## src/rtl/fbvs_pkg.sv

```systemverilog
// Shared types and constants of the frame-bounded value stack.
// Depends on nothing; fbvs_ctrl and the top level refer to it by scoped names.
`default_nettype none

package fbvs_pkg;

    localparam int OPCODE_W = 3;
    localparam int DATA_W   = 64;
    localparam int COUNT_W  = 9;
    localparam int INDEX_W  = 9;
    localparam int BASE_W   = 8;
    localparam int FILL_W   = 9;

    localparam int IN_TDATA_W  = 96;
    localparam int OUT_TDATA_W = 80;

    typedef enum logic [OPCODE_W-1:0] {
        OP_PUSH     = 3'd0,
        OP_POP      = 3'd1,
        OP_POP_N    = 3'd2,
        OP_RESERVE  = 3'd3,
        OP_PEEK     = 3'd4,
        OP_READ_IDX = 3'd5
    } t_opcode;

    // Result of one operation as decided at issue time. The slot word and its
    // defined flag come from the value memory's read register in the next cycle.
    // slot_written says the returned slot lies below the high-water mark, so the
    // memory really holds a flag for it.
    typedef struct packed {
        logic              ok;
        logic              overflow;
        logic              slot_read;
        logic              slot_written;
        logic [FILL_W-1:0] fill_level;
    } t_issue;

endpackage

`default_nettype wire

```

## src/rtl/fbvs_ctrl.sv

```systemverilog
// Stack pointer, high-water mark, local clear sequencer and operation decode.
// Depends on fbvs_pkg; drives the value memory port of the top level.
`default_nettype none

module fbvs_ctrl #(
    parameter int DEPTH      = 256,
    parameter int VALUE_BITS = 64
) (
    input  wire logic                            i_clk,
    input  wire logic                            i_rst_n,
    input  wire logic                            i_fire,
    input  wire fbvs_pkg::t_opcode               i_opcode,
    input  wire logic [fbvs_pkg::DATA_W-1:0]     i_push_data,
    input  wire logic [fbvs_pkg::COUNT_W-1:0]    i_item_count,
    input  wire logic [fbvs_pkg::INDEX_W-1:0]    i_read_index,
    input  wire logic [fbvs_pkg::BASE_W-1:0]     i_frame_base,
    output fbvs_pkg::t_issue                     o_issue,
    output logic                                 o_busy,
    output logic                                 o_ram_en,
    output logic                                 o_ram_we,
    output logic [$clog2(DEPTH)-1:0]             o_ram_addr,
    output logic [VALUE_BITS:0]                  o_ram_wdata
);

    localparam int AW = $clog2(DEPTH);
    localparam int PW = $clog2(DEPTH + 1);
    localparam int CW = ((PW > fbvs_pkg::FILL_W) ? PW : fbvs_pkg::FILL_W) + 1;

    logic [PW-1:0] r_sp;
    logic [PW-1:0] n_sp;
    logic [PW-1:0] r_hwm;
    logic [PW-1:0] n_hwm;
    logic [AW-1:0] r_clr_addr;
    logic [AW-1:0] n_clr_addr;
    logic [PW-1:0] r_clr_left;
    logic [PW-1:0] n_clr_left;

    logic [CW-1:0] w_sp;
    logic [CW-1:0] w_n;
    logic [CW-1:0] w_ridx;
    logic [CW-1:0] w_base;
    logic [CW-1:0] w_depth;
    logic [CW-1:0] w_flr;
    logic [CW-1:0] w_next;
    logic [CW-1:0] w_slot;
    logic [CW-1:0] w_rsv_end;
    logic          w_ok;
    logic          w_ovf;
    logic          w_rd;
    logic          w_push;
    logic          w_rsv;
    logic [AW-1:0] w_addr;
    logic          w_fresh;
    logic          w_busy;

    always_comb begin
        w_sp      = CW'(r_sp);
        w_n       = CW'(i_item_count);
        w_ridx    = CW'(i_read_index);
        w_base    = CW'(i_frame_base);
        w_depth   = CW'(DEPTH);
        w_flr     = (w_base < w_depth) ? w_base : '0;
        w_rsv_end = w_sp + w_n;
        w_next    = w_sp;
        w_slot    = w_sp;
        w_ok      = 1'b0;
        w_ovf     = 1'b0;
        w_rd      = 1'b0;
        w_push    = 1'b0;
        w_rsv     = 1'b0;
        case (i_opcode)
            fbvs_pkg::OP_PUSH: begin
                if (w_sp >= w_depth) begin
                    w_ovf = 1'b1;
                end else begin
                    w_push = 1'b1;
                    w_next = w_sp + CW'(1);
                    w_ok   = 1'b1;
                end
            end
            fbvs_pkg::OP_POP: begin
                if (w_sp > w_flr) begin
                    w_next = w_sp - CW'(1);
                    w_slot = w_sp - CW'(1);
                    w_rd   = 1'b1;
                    w_ok   = 1'b1;
                end
            end
            fbvs_pkg::OP_POP_N: begin
                if (w_sp >= w_flr && w_n <= w_sp - w_flr) begin
                    w_next = w_sp - w_n;
                    w_ok   = 1'b1;
                end
            end
            fbvs_pkg::OP_RESERVE: begin
                if (w_rsv_end > w_depth) begin
                    w_ovf = 1'b1;
                end else begin
                    w_rsv  = 1'b1;
                    w_next = w_rsv_end;
                    w_ok   = 1'b1;
                end
            end
            fbvs_pkg::OP_PEEK: begin
                w_slot = (w_sp == '0) ? '0 : w_sp - CW'(1);
                w_rd   = 1'b1;
                w_ok   = 1'b1;
            end
            fbvs_pkg::OP_READ_IDX: begin
                if (w_ridx < w_depth) begin
                    w_slot = w_ridx;
                    w_rd   = 1'b1;
                    w_ok   = 1'b1;
                end
            end
            default: begin
            end
        endcase
        w_addr  = w_slot[AW-1:0];
        // Every slot below the highest stack pointer ever reached has been written by
        // a push or a reserve; slots above it were never touched and are undefined.
        w_fresh = w_rd && (w_slot < CW'(r_hwm));
    end

    assign w_busy = (r_clr_left != '0);

    // A reserve clears its slots one per cycle after its accept edge, lowest first.
    // The top level holds the input off until the run is done.
    always_comb begin
        n_sp       = r_sp;
        n_hwm      = r_hwm;
        n_clr_addr = r_clr_addr;
        n_clr_left = r_clr_left;
        if (w_busy) begin
            n_clr_addr = r_clr_addr + AW'(1);
            n_clr_left = r_clr_left - PW'(1);
        end else if (i_fire) begin
            n_sp = w_next[PW-1:0];
            if (w_next > CW'(r_hwm)) begin
                n_hwm = w_next[PW-1:0];
            end
            if (w_rsv) begin
                n_clr_addr = w_sp[AW-1:0];
                n_clr_left = w_n[PW-1:0];
            end
        end
    end

    always_ff @(posedge i_clk) begin
        if (!i_rst_n) begin
            r_sp       <= '0;
            r_hwm      <= '0;
            r_clr_addr <= '0;
            r_clr_left <= '0;
        end else begin
            r_sp       <= n_sp;
            r_hwm      <= n_hwm;
            r_clr_addr <= n_clr_addr;
            r_clr_left <= n_clr_left;
        end
    end

    assign o_issue.ok           = w_ok;
    assign o_issue.overflow     = w_ovf;
    assign o_issue.slot_read    = w_rd;
    assign o_issue.slot_written = w_fresh;
    assign o_issue.fill_level   = w_next[fbvs_pkg::FILL_W-1:0];

    assign o_busy = w_busy;

    // The memory word carries the defined flag above the value bits.
    assign o_ram_en    = w_busy || (i_fire && (w_rd || w_push));
    assign o_ram_we    = w_busy || w_push;
    assign o_ram_addr  = w_busy ? r_clr_addr : w_addr;
    assign o_ram_wdata = w_busy ? '0 : {1'b1, i_push_data[VALUE_BITS-1:0]};

endmodule

`default_nettype wire

```

## config.mk

```make
export PLATFORM = sky130hd
export DESIGN_NAME = fbvs_ctrl
export DESIGN_NICKNAME = d
export VERILOG_FILES = /design/src/rtl/fbvs_pkg.sv /design/src/rtl/fbvs_ctrl.sv
export SDC_FILE = /design/constraint.sdc
export NUM_CORES = 1
export LEC_CHECK = 0
export ABC_AREA = 1
export BUFFER_PORTS_ARGS = -buffer_cell sky130_fd_sc_hd__buf_2
export CAP_MARGIN = 20
export CORE_MARGIN = 2
export CORE_UTILIZATION = 45
export CTS_BUF_LIST = sky130_fd_sc_hd__clkbuf_8
export CTS_CLUSTER_SIZE = 20
export DETAILED_ROUTE_END_ITERATION = 12
export GPL_TIMING_DRIVEN = 0
export HOLD_SLACK_MARGIN = 0.08
export PLACE_DENSITY = 0.78
export SYNTH_ARGS = -nofsm -noshare
export SYNTH_HDL_FRONTEND = slang
export SYNTH_SLANG_ARGS = --single-unit
```

## constraint.sdc

```tcl
create_clock -name i_clk -period 5.08 [get_ports i_clk]
set_input_delay 0.508 -clock i_clk [delete_from_list [all_inputs] [get_ports i_clk]]
set_output_delay 0.508 -clock i_clk [all_outputs]
set_load 0.01 [all_outputs]
```

======== After elaboration in Yosys (flattened, before gate mapping) ========
Index checks and enable logic that the tools add are counted.
word-level totals
  word-level logic and storage cells ...... 67
  memories kept ........................... 0
  input bits .............................. 96
  output and inout port bits .............. 89
  memory bits (writable) .................. 0
  register bits ........................... 35
  ROM bits ................................ 0
  latch bits .............................. 0
cells by class
  multiply operators ...................... 0
  reductions and logical operators ........ 14
  bitwise logic cells ..................... 1
  equal/unequal tests ..................... 5
  muxes and demuxes ....................... 28
  shifts and indexed selects .............. 0
  order comparisons ....................... 8
  add/subtract/negate cells ............... 7
  div/mod/pow operators ................... 0
operators by type and width
  operator                                                                           number
  65-bit two-way mux                                                                 1
  10-bit two-way mux                                                                 5
  10-bit one-hot mux with 4 select lines                                             1
  9-bit two-way mux                                                                  4
  8-bit two-way mux                                                                  4
  10-bit one-hot mux with 3 select lines                                             1
  9-bit by 1-bit adder with 10-bit output (second input constant)                    1
  9-bit by 9-bit adder with 10-bit output                                            1
  10-bit by 9-bit greater-than comparator with 1-bit output                          1
  10-bit by 9-bit greater-than comparator with 1-bit output (second input constant)  1
  9-bit by 10-bit <= comparator with 1-bit output                                    1
  10-bit by 9-bit < comparator with 1-bit output                                     1
  9-bit by 1-bit subtractor with 10-bit output (second input constant)               1
  9-bit by 8-bit subtractor with 10-bit output                                       1
  9-bit by 9-bit subtractor with 10-bit output                                       1
  9-bit by 8-bit greater-or-equal comparator with 1-bit output                       1
  9-bit greater-or-equal comparator (second input constant)                          1
  9-bit by 8-bit greater-than comparator with 1-bit output                           1
  9-bit logical NOT                                                                  1
  9-bit < comparator (second input constant)                                         1
  1-bit two-way mux                                                                  9
  9-bit nonzero test                                                                 1
  9-bit by 1-bit subtractor with 9-bit output (second input constant)                1
  8-bit by 1-bit adder with 8-bit output (second input constant)                     1
  13 further kinds                                                                   21

======== Logic depth before layout (Yosys ltp) ========
  word-level depth ........................ 7
  depth in mapped cells ................... 39
  mapped depth without buffers ............ 37

======== Worst setup path after synthesis ========
Ideal clock, no wire load.
  path type ............................... register -> register
  start ................................... reg r_sp[0]
  end ..................................... reg r_hwm[1]
  period minus slack after synthesis ...... 4338 ps
  stages on the path, launching flop included .. 39
  library setup time ...................... 122 ps
  buffers on the path ..................... 2
  slack ................................... 742 ps
  arrival ................................. 4216 ps
  required time ........................... 4958 ps
  cell sequence ........................... dfxtp_1 -> clkbuf_2 -> inv_2 -> ha_1 -> inv_1 -> fa_1 -> nand3_1 -> nand2_1 -> a31o_2 -> xor2_1 -> ha_1 -> nand2_1 -> inv_1 -> nand2_1 -> nand2_1 -> nand2_1 -> nand2_1 -> nand3_2 -> [3 not listed] -> nand2_1 -> nand2_1 -> nand2_1 -> inv_1 -> ha_1 -> nand2_1 -> nor2_1 -> o21ai_0 -> inv_1 -> o21ai_0 -> a21boi_0 -> o22ai_1 -> nand3_1 -> nand2_1 -> buf_2 -> nand2_1 -> nand2_1 -> a21oi_1
RTL lines
  element                 RTL line          RTL
  start, declared         fbvs_ctrl.sv:29   logic [PW-1:0] r_sp;
  start signal, assigned  fbvs_ctrl.sv:156  r_sp <= n_sp;
  end signal, assigned    fbvs_ctrl.sv:157  r_hwm <= n_hwm;
  end, declared           fbvs_ctrl.sv:31   logic [PW-1:0] r_hwm;

======== Final worst setup path ========
  start ................................... reg r_sp[0]
  end ..................................... reg r_hwm[5]
between the ends
  longest elaborated chain between the ends .. 7
  elaborated cells on any way between the ends .. 18
  those cells by class .................... add/sub: 5; order compare: 6; mux: 5; reduce/logical: 2
RTL lines
  element                                                    RTL line          RTL
  9-bit by 8-bit subtractor with 10-bit output               fbvs_ctrl.sv:90   if (w_sp >= w_flr && w_n <= w_sp - w_flr) begin
  9-bit by 10-bit <= comparator with 1-bit output            fbvs_ctrl.sv:90
  1-bit logical AND                                          fbvs_ctrl.sv:90
  10-bit two-way mux                                         fbvs_ctrl.sv:90
  10-bit one-hot mux with 4 select lines *                   fbvs_ctrl.sv:71   case (i_opcode)
  10-bit by 9-bit greater-than comparator with 1-bit output  fbvs_ctrl.sv:139  if (w_next > CW'(r_hwm)) begin
  3-bit AND reduction (no source line)                       -
Every way passes the cells marked *; elsewhere a longest branch is shown, timed or not.
A chain may end at the register's enable or synchronous reset.

==> results by group <==
Setup path
  • R2R depth: 37
  • Max incr delay on CP: 390 ps
  • RR Startpoint: r_sp[0]$_SDFFE_PN0P_
  • FF-to-FF End: r_hwm[5]$_SDFFE_PN0P_
  • Startpoint types: flop
  • Critical Path RT: 5260 ps
  • CP Depth: 37
  • Critical-path top delay cell: dfxtp_4
  • CP arrival: 4830 ps
  • Top delay family on crit path: simple AND/OR/NAND/NOR gates
  • Most frequent CP cell: nand2_1
  • Crit Path Category: flop to flop
  • Critical Path Fanout Max: 11
  • Buf+Inv Stages, Crit Path: 6
  • CP endpoint kind: flop
  • R2R Setup Slk: 440 ps

Drt
  • Starting DRC count in detailed routing: 456
  • First-pass DRT Iterations: 5
  • Vias/cell: 5.16
  • Routed via count: 6,822
  • Avg WL per Cell: 14.6 µm
  • ANT nets after route: 0
  • DRC Markers: 0
  • Routed WL: 19,300 µm

Place
  • Routability Congestion: 0.993
  • Input/output buffers: 182
  • Placed cell count: 1,310
  • Post-DP HPWL: 15,900 µm
  • Placed cell areas: 0.00663 mm²

Logic synthesis
  • Count of cell types in the netlist: 46
  • Syn nets: 1,137
  • Primary FF master, synth: dfxtp_1
  • Number of flops mapped to enable cells by yosys: 0
  • Yosys warns: 0
  • Mapped Cells: 981
  • Mapped Area: 0.00554 mm²
  • Sequential area share after synthesis: 0.127
  • #FFs+latches synth: 35
  • Synth async-reset ratio: 0
  • Synth Area per Inst: 5.64 µm²

Finish
  • Final instance area: 0.00681 mm²
  • Layout net count: 1,329
  • Ratio of cells with drive above 1 in the final layout: 0.218
  • Final core occ: 0.567
  • Diode count: 0
  • Number of standard cells in the layout, taps in and fillers out: 1,321
  • P&R area growth vs syn: 23.0%

Power and ir drop
  • Combinational power share: 0.786
  • Int Pwr: 1310 µW
  • Lkg Pwr: 0.00401 µW
  • Total power: 3090 µW
  • Pwr Density: 454 mW/mm²
  • Seq pwr share: 0.147
  • P_sw: 1780 µW
  • Switching Share: 0.577
  • Clock power share: 0.066
  • Maximum VDD drop: 206 µV

Floorplanning
  • Core area: 0.0120 mm²
  • Effective utilization at floorplan: 0.461
  • I/O pin count: 185
  • Row count: 40
  • Die H: 115 µm
  • Die X: 115 µm
  • Die ar.: 0.0132 mm²

Global route
  • GR Overflow Total: 0
  • Number of antenna violations at the first check in global routing: 0
  • First-pass GRT wire length: 29,500 µm
  • Largest net degree at the start of global routing: 15
  • Number of global-route vias before repair: 6,060
  • Total global-route track usage: 0.282

Clock tree
  • Reg clk slew, reported paths: 80 ps
  • H-tree depth: 2
  • Num Clock Sinks: 35
  • Clk_lat worst skew: 300 ps
  • Root Driver: clkbuf_8
  • TritonCTS buffer count: 5
  • CTS Buffer Depth: 2
  • CTS tree: yes

Timing
  • Final slew viol count: 0
  • Period utilization: 0.914
  • F_max: 215 MHz
  • Slew headroom: 0.384
  • Clk_skew: 10.9 ps
  • Slew @ Worst Pin: 917 ps
  • Minimum clock period: 4640 ps
  • RSZ-0062 raised after global routing: no
  • Finish-stage setup viols: 0
  • Final Hold Viols: 0

Job
  • Maxcap violations: 0

Run status
  • Status: completed

Min path
  • Min-Delay Path Class: flop to flop
  • Hold_sp: r_clr_addr[4]$_SDFFE_PN0P_
  • Hold path cells: 2
  • Hold EP: r_clr_addr[4]$_SDFFE_PN0P_
[registers in the layout, summed over array words and instances, names as in the netlist]
name        cells
r_clr_left      9
r_clr_addr      8
r_sp            9
r_hwm           9
[through the flow]
| step | setup slack [ps] | setup TNS, ps | hold slack, ps |
|---|---|---|---|
| 6_report | 438 | 0 | 494 |
| 5_1_grt | 15.2 | 0 | 515 |
| 4_1_cts | 3.80 | 0 | 489 |
| 3_5_place_dp | -184 | -1560 | 477 |
| 3_3_place_gp | -138 | -1140 | 465 |
| 2_1_floorplan | 742 | 0 | 450 |
[cells by family (layout without fill, tap and decap cells)]
kind of cell	after synthesis	after routing	share of synthesized area
buffers and inverters	241	434	0.172
AND/OR/NAND/NOR	464	464	0.360
AO/OA/AOI/OAI	154	154	0.158
adder cells (fa/ha/maj)	60	60	0.140
flip-flops	35	35	0.127
XOR/XNOR	27	27	0.0441
[cells in the mapped netlist, drive strengths merged, types with 2 or more instances]
master  number  area (µm²)
nand4       25         163
ha          57         713
nor3b        2        15.0
a21oi       65         359
nor3        12        71.3
nor2       163         639
xor2        18         165
a211oi       5        37.5
o21ai       55         279
o21bai       3        22.5
nand3       55         293
buf         13        92.6
nand2      202         778
clkinv       4        15.0
dfxtp       35         701
a22oi        2        15.0
a31oi       12        75.1
o22ai        6        37.5
inv        201         757
nor4         3        18.8
o211ai       4        30.0
xnor2        9        78.8
fa           3        60.1
clkbuf      23        88.8
[how the worst max path moves through the flow]
stage | slack, ps | to | startpoint
2_1_floorplan | 740 | r_hwm[1]$_SDFFE_PN0P_ | r_sp[0]$_SDFFE_PN0P_
6_report | 440 | r_hwm[5]$_SDFFE_PN0P_ | r_sp[0]$_SDFFE_PN0P_
3_5_place_dp | -180 | r_hwm[1]$_SDFFE_PN0P_ | r_sp[0]$_SDFFE_PN0P_
3_3_place_gp | -140 | r_hwm[1]$_SDFFE_PN0P_ | r_sp[0]$_SDFFE_PN0P_
5_1_grt | 20 | r_hwm[1]$_SDFFE_PN0P_ | r_sp[2]$_SDFFE_PN0P_
4_1_cts | 4 | r_hwm[1]$_SDFFE_PN0P_ | r_sp[0]$_SDFFE_PN0P_
[power by group through the flow]
stage	clock, µW	sequential (µW)	combinational, µW
after detailed placement	0	448	2350
after CTS	204	449	2360
after global placement	0	445	2320
final	205	454	2430
after floorplan	0	407	1680
after global routing	218	461	2700
[per-layer routing]
layer	vias to the layer above	global-route usage	wire length [µm]
met5	-	0	0
met4	0	0.0972	586
met3	39	0.0311	1570
met2	311	0.494	9010
met1	2999	0.359	8180
li1	3473	-	-
[timing repair]
action,4_1_cts,5_1_grt
setup buffers,0,4
setup endpoints to repair,9,9
hold buffers,0,0
pin swaps,0,2
gates cloned,0,0
gates resized for setup,4,25
[layout by cell type (no fill, tap or decap), types with 4 or more instances in the layout]
cell      synthesis  final
ha_1             57     57
clkinv_1          4      4
clkbuf_8          0      5
o22ai_1           6      6
a21oi_2           6      8
nand2_2           8     11
dfxtp_2           0      4
dfxtp_1          35     30
clkbuf_1         21     21
nand2_1         194    190
nor3_1           11     11
nand3_1          53     52
nand4_1          24     24
buf_2             5    186
a211oi_1          5      5
nor2_1          158    156
xnor2_1           9      9
xor2_1           17     17
o21ai_1           5      8
o21ai_0          49     46
nor2_2            2      4
inv_2             6      6
a31oi_1          12     12
buf_4             4      9
inv_1           194    194
a21oi_1          58     56
o211ai_1          4      4
[cell type report]
class	instances	area, µm²
buffer	35	179
clock buffer	5	68.8
clock inverter	3	16.3
fill	1255	5200
inverter	205	779
multi-input combinational	705	3930
sequential	35	709
tap	147	184
timing repair buffer	186	941
[worst register-to-register path, delay by kind of cell, from the launching register on]
family | cells | cell delay [ps]
XOR/XNOR | 1 | 140
AND/OR/NAND/NOR | 20 | 1690
buffers and inverters | 6 | 570
adder cells (fa/ha/maj) | 4 | 1010
AO/OA/AOI/OAI | 6 | 760
flip-flops | 1 | 390
Power figures use the tool's default switching activity.
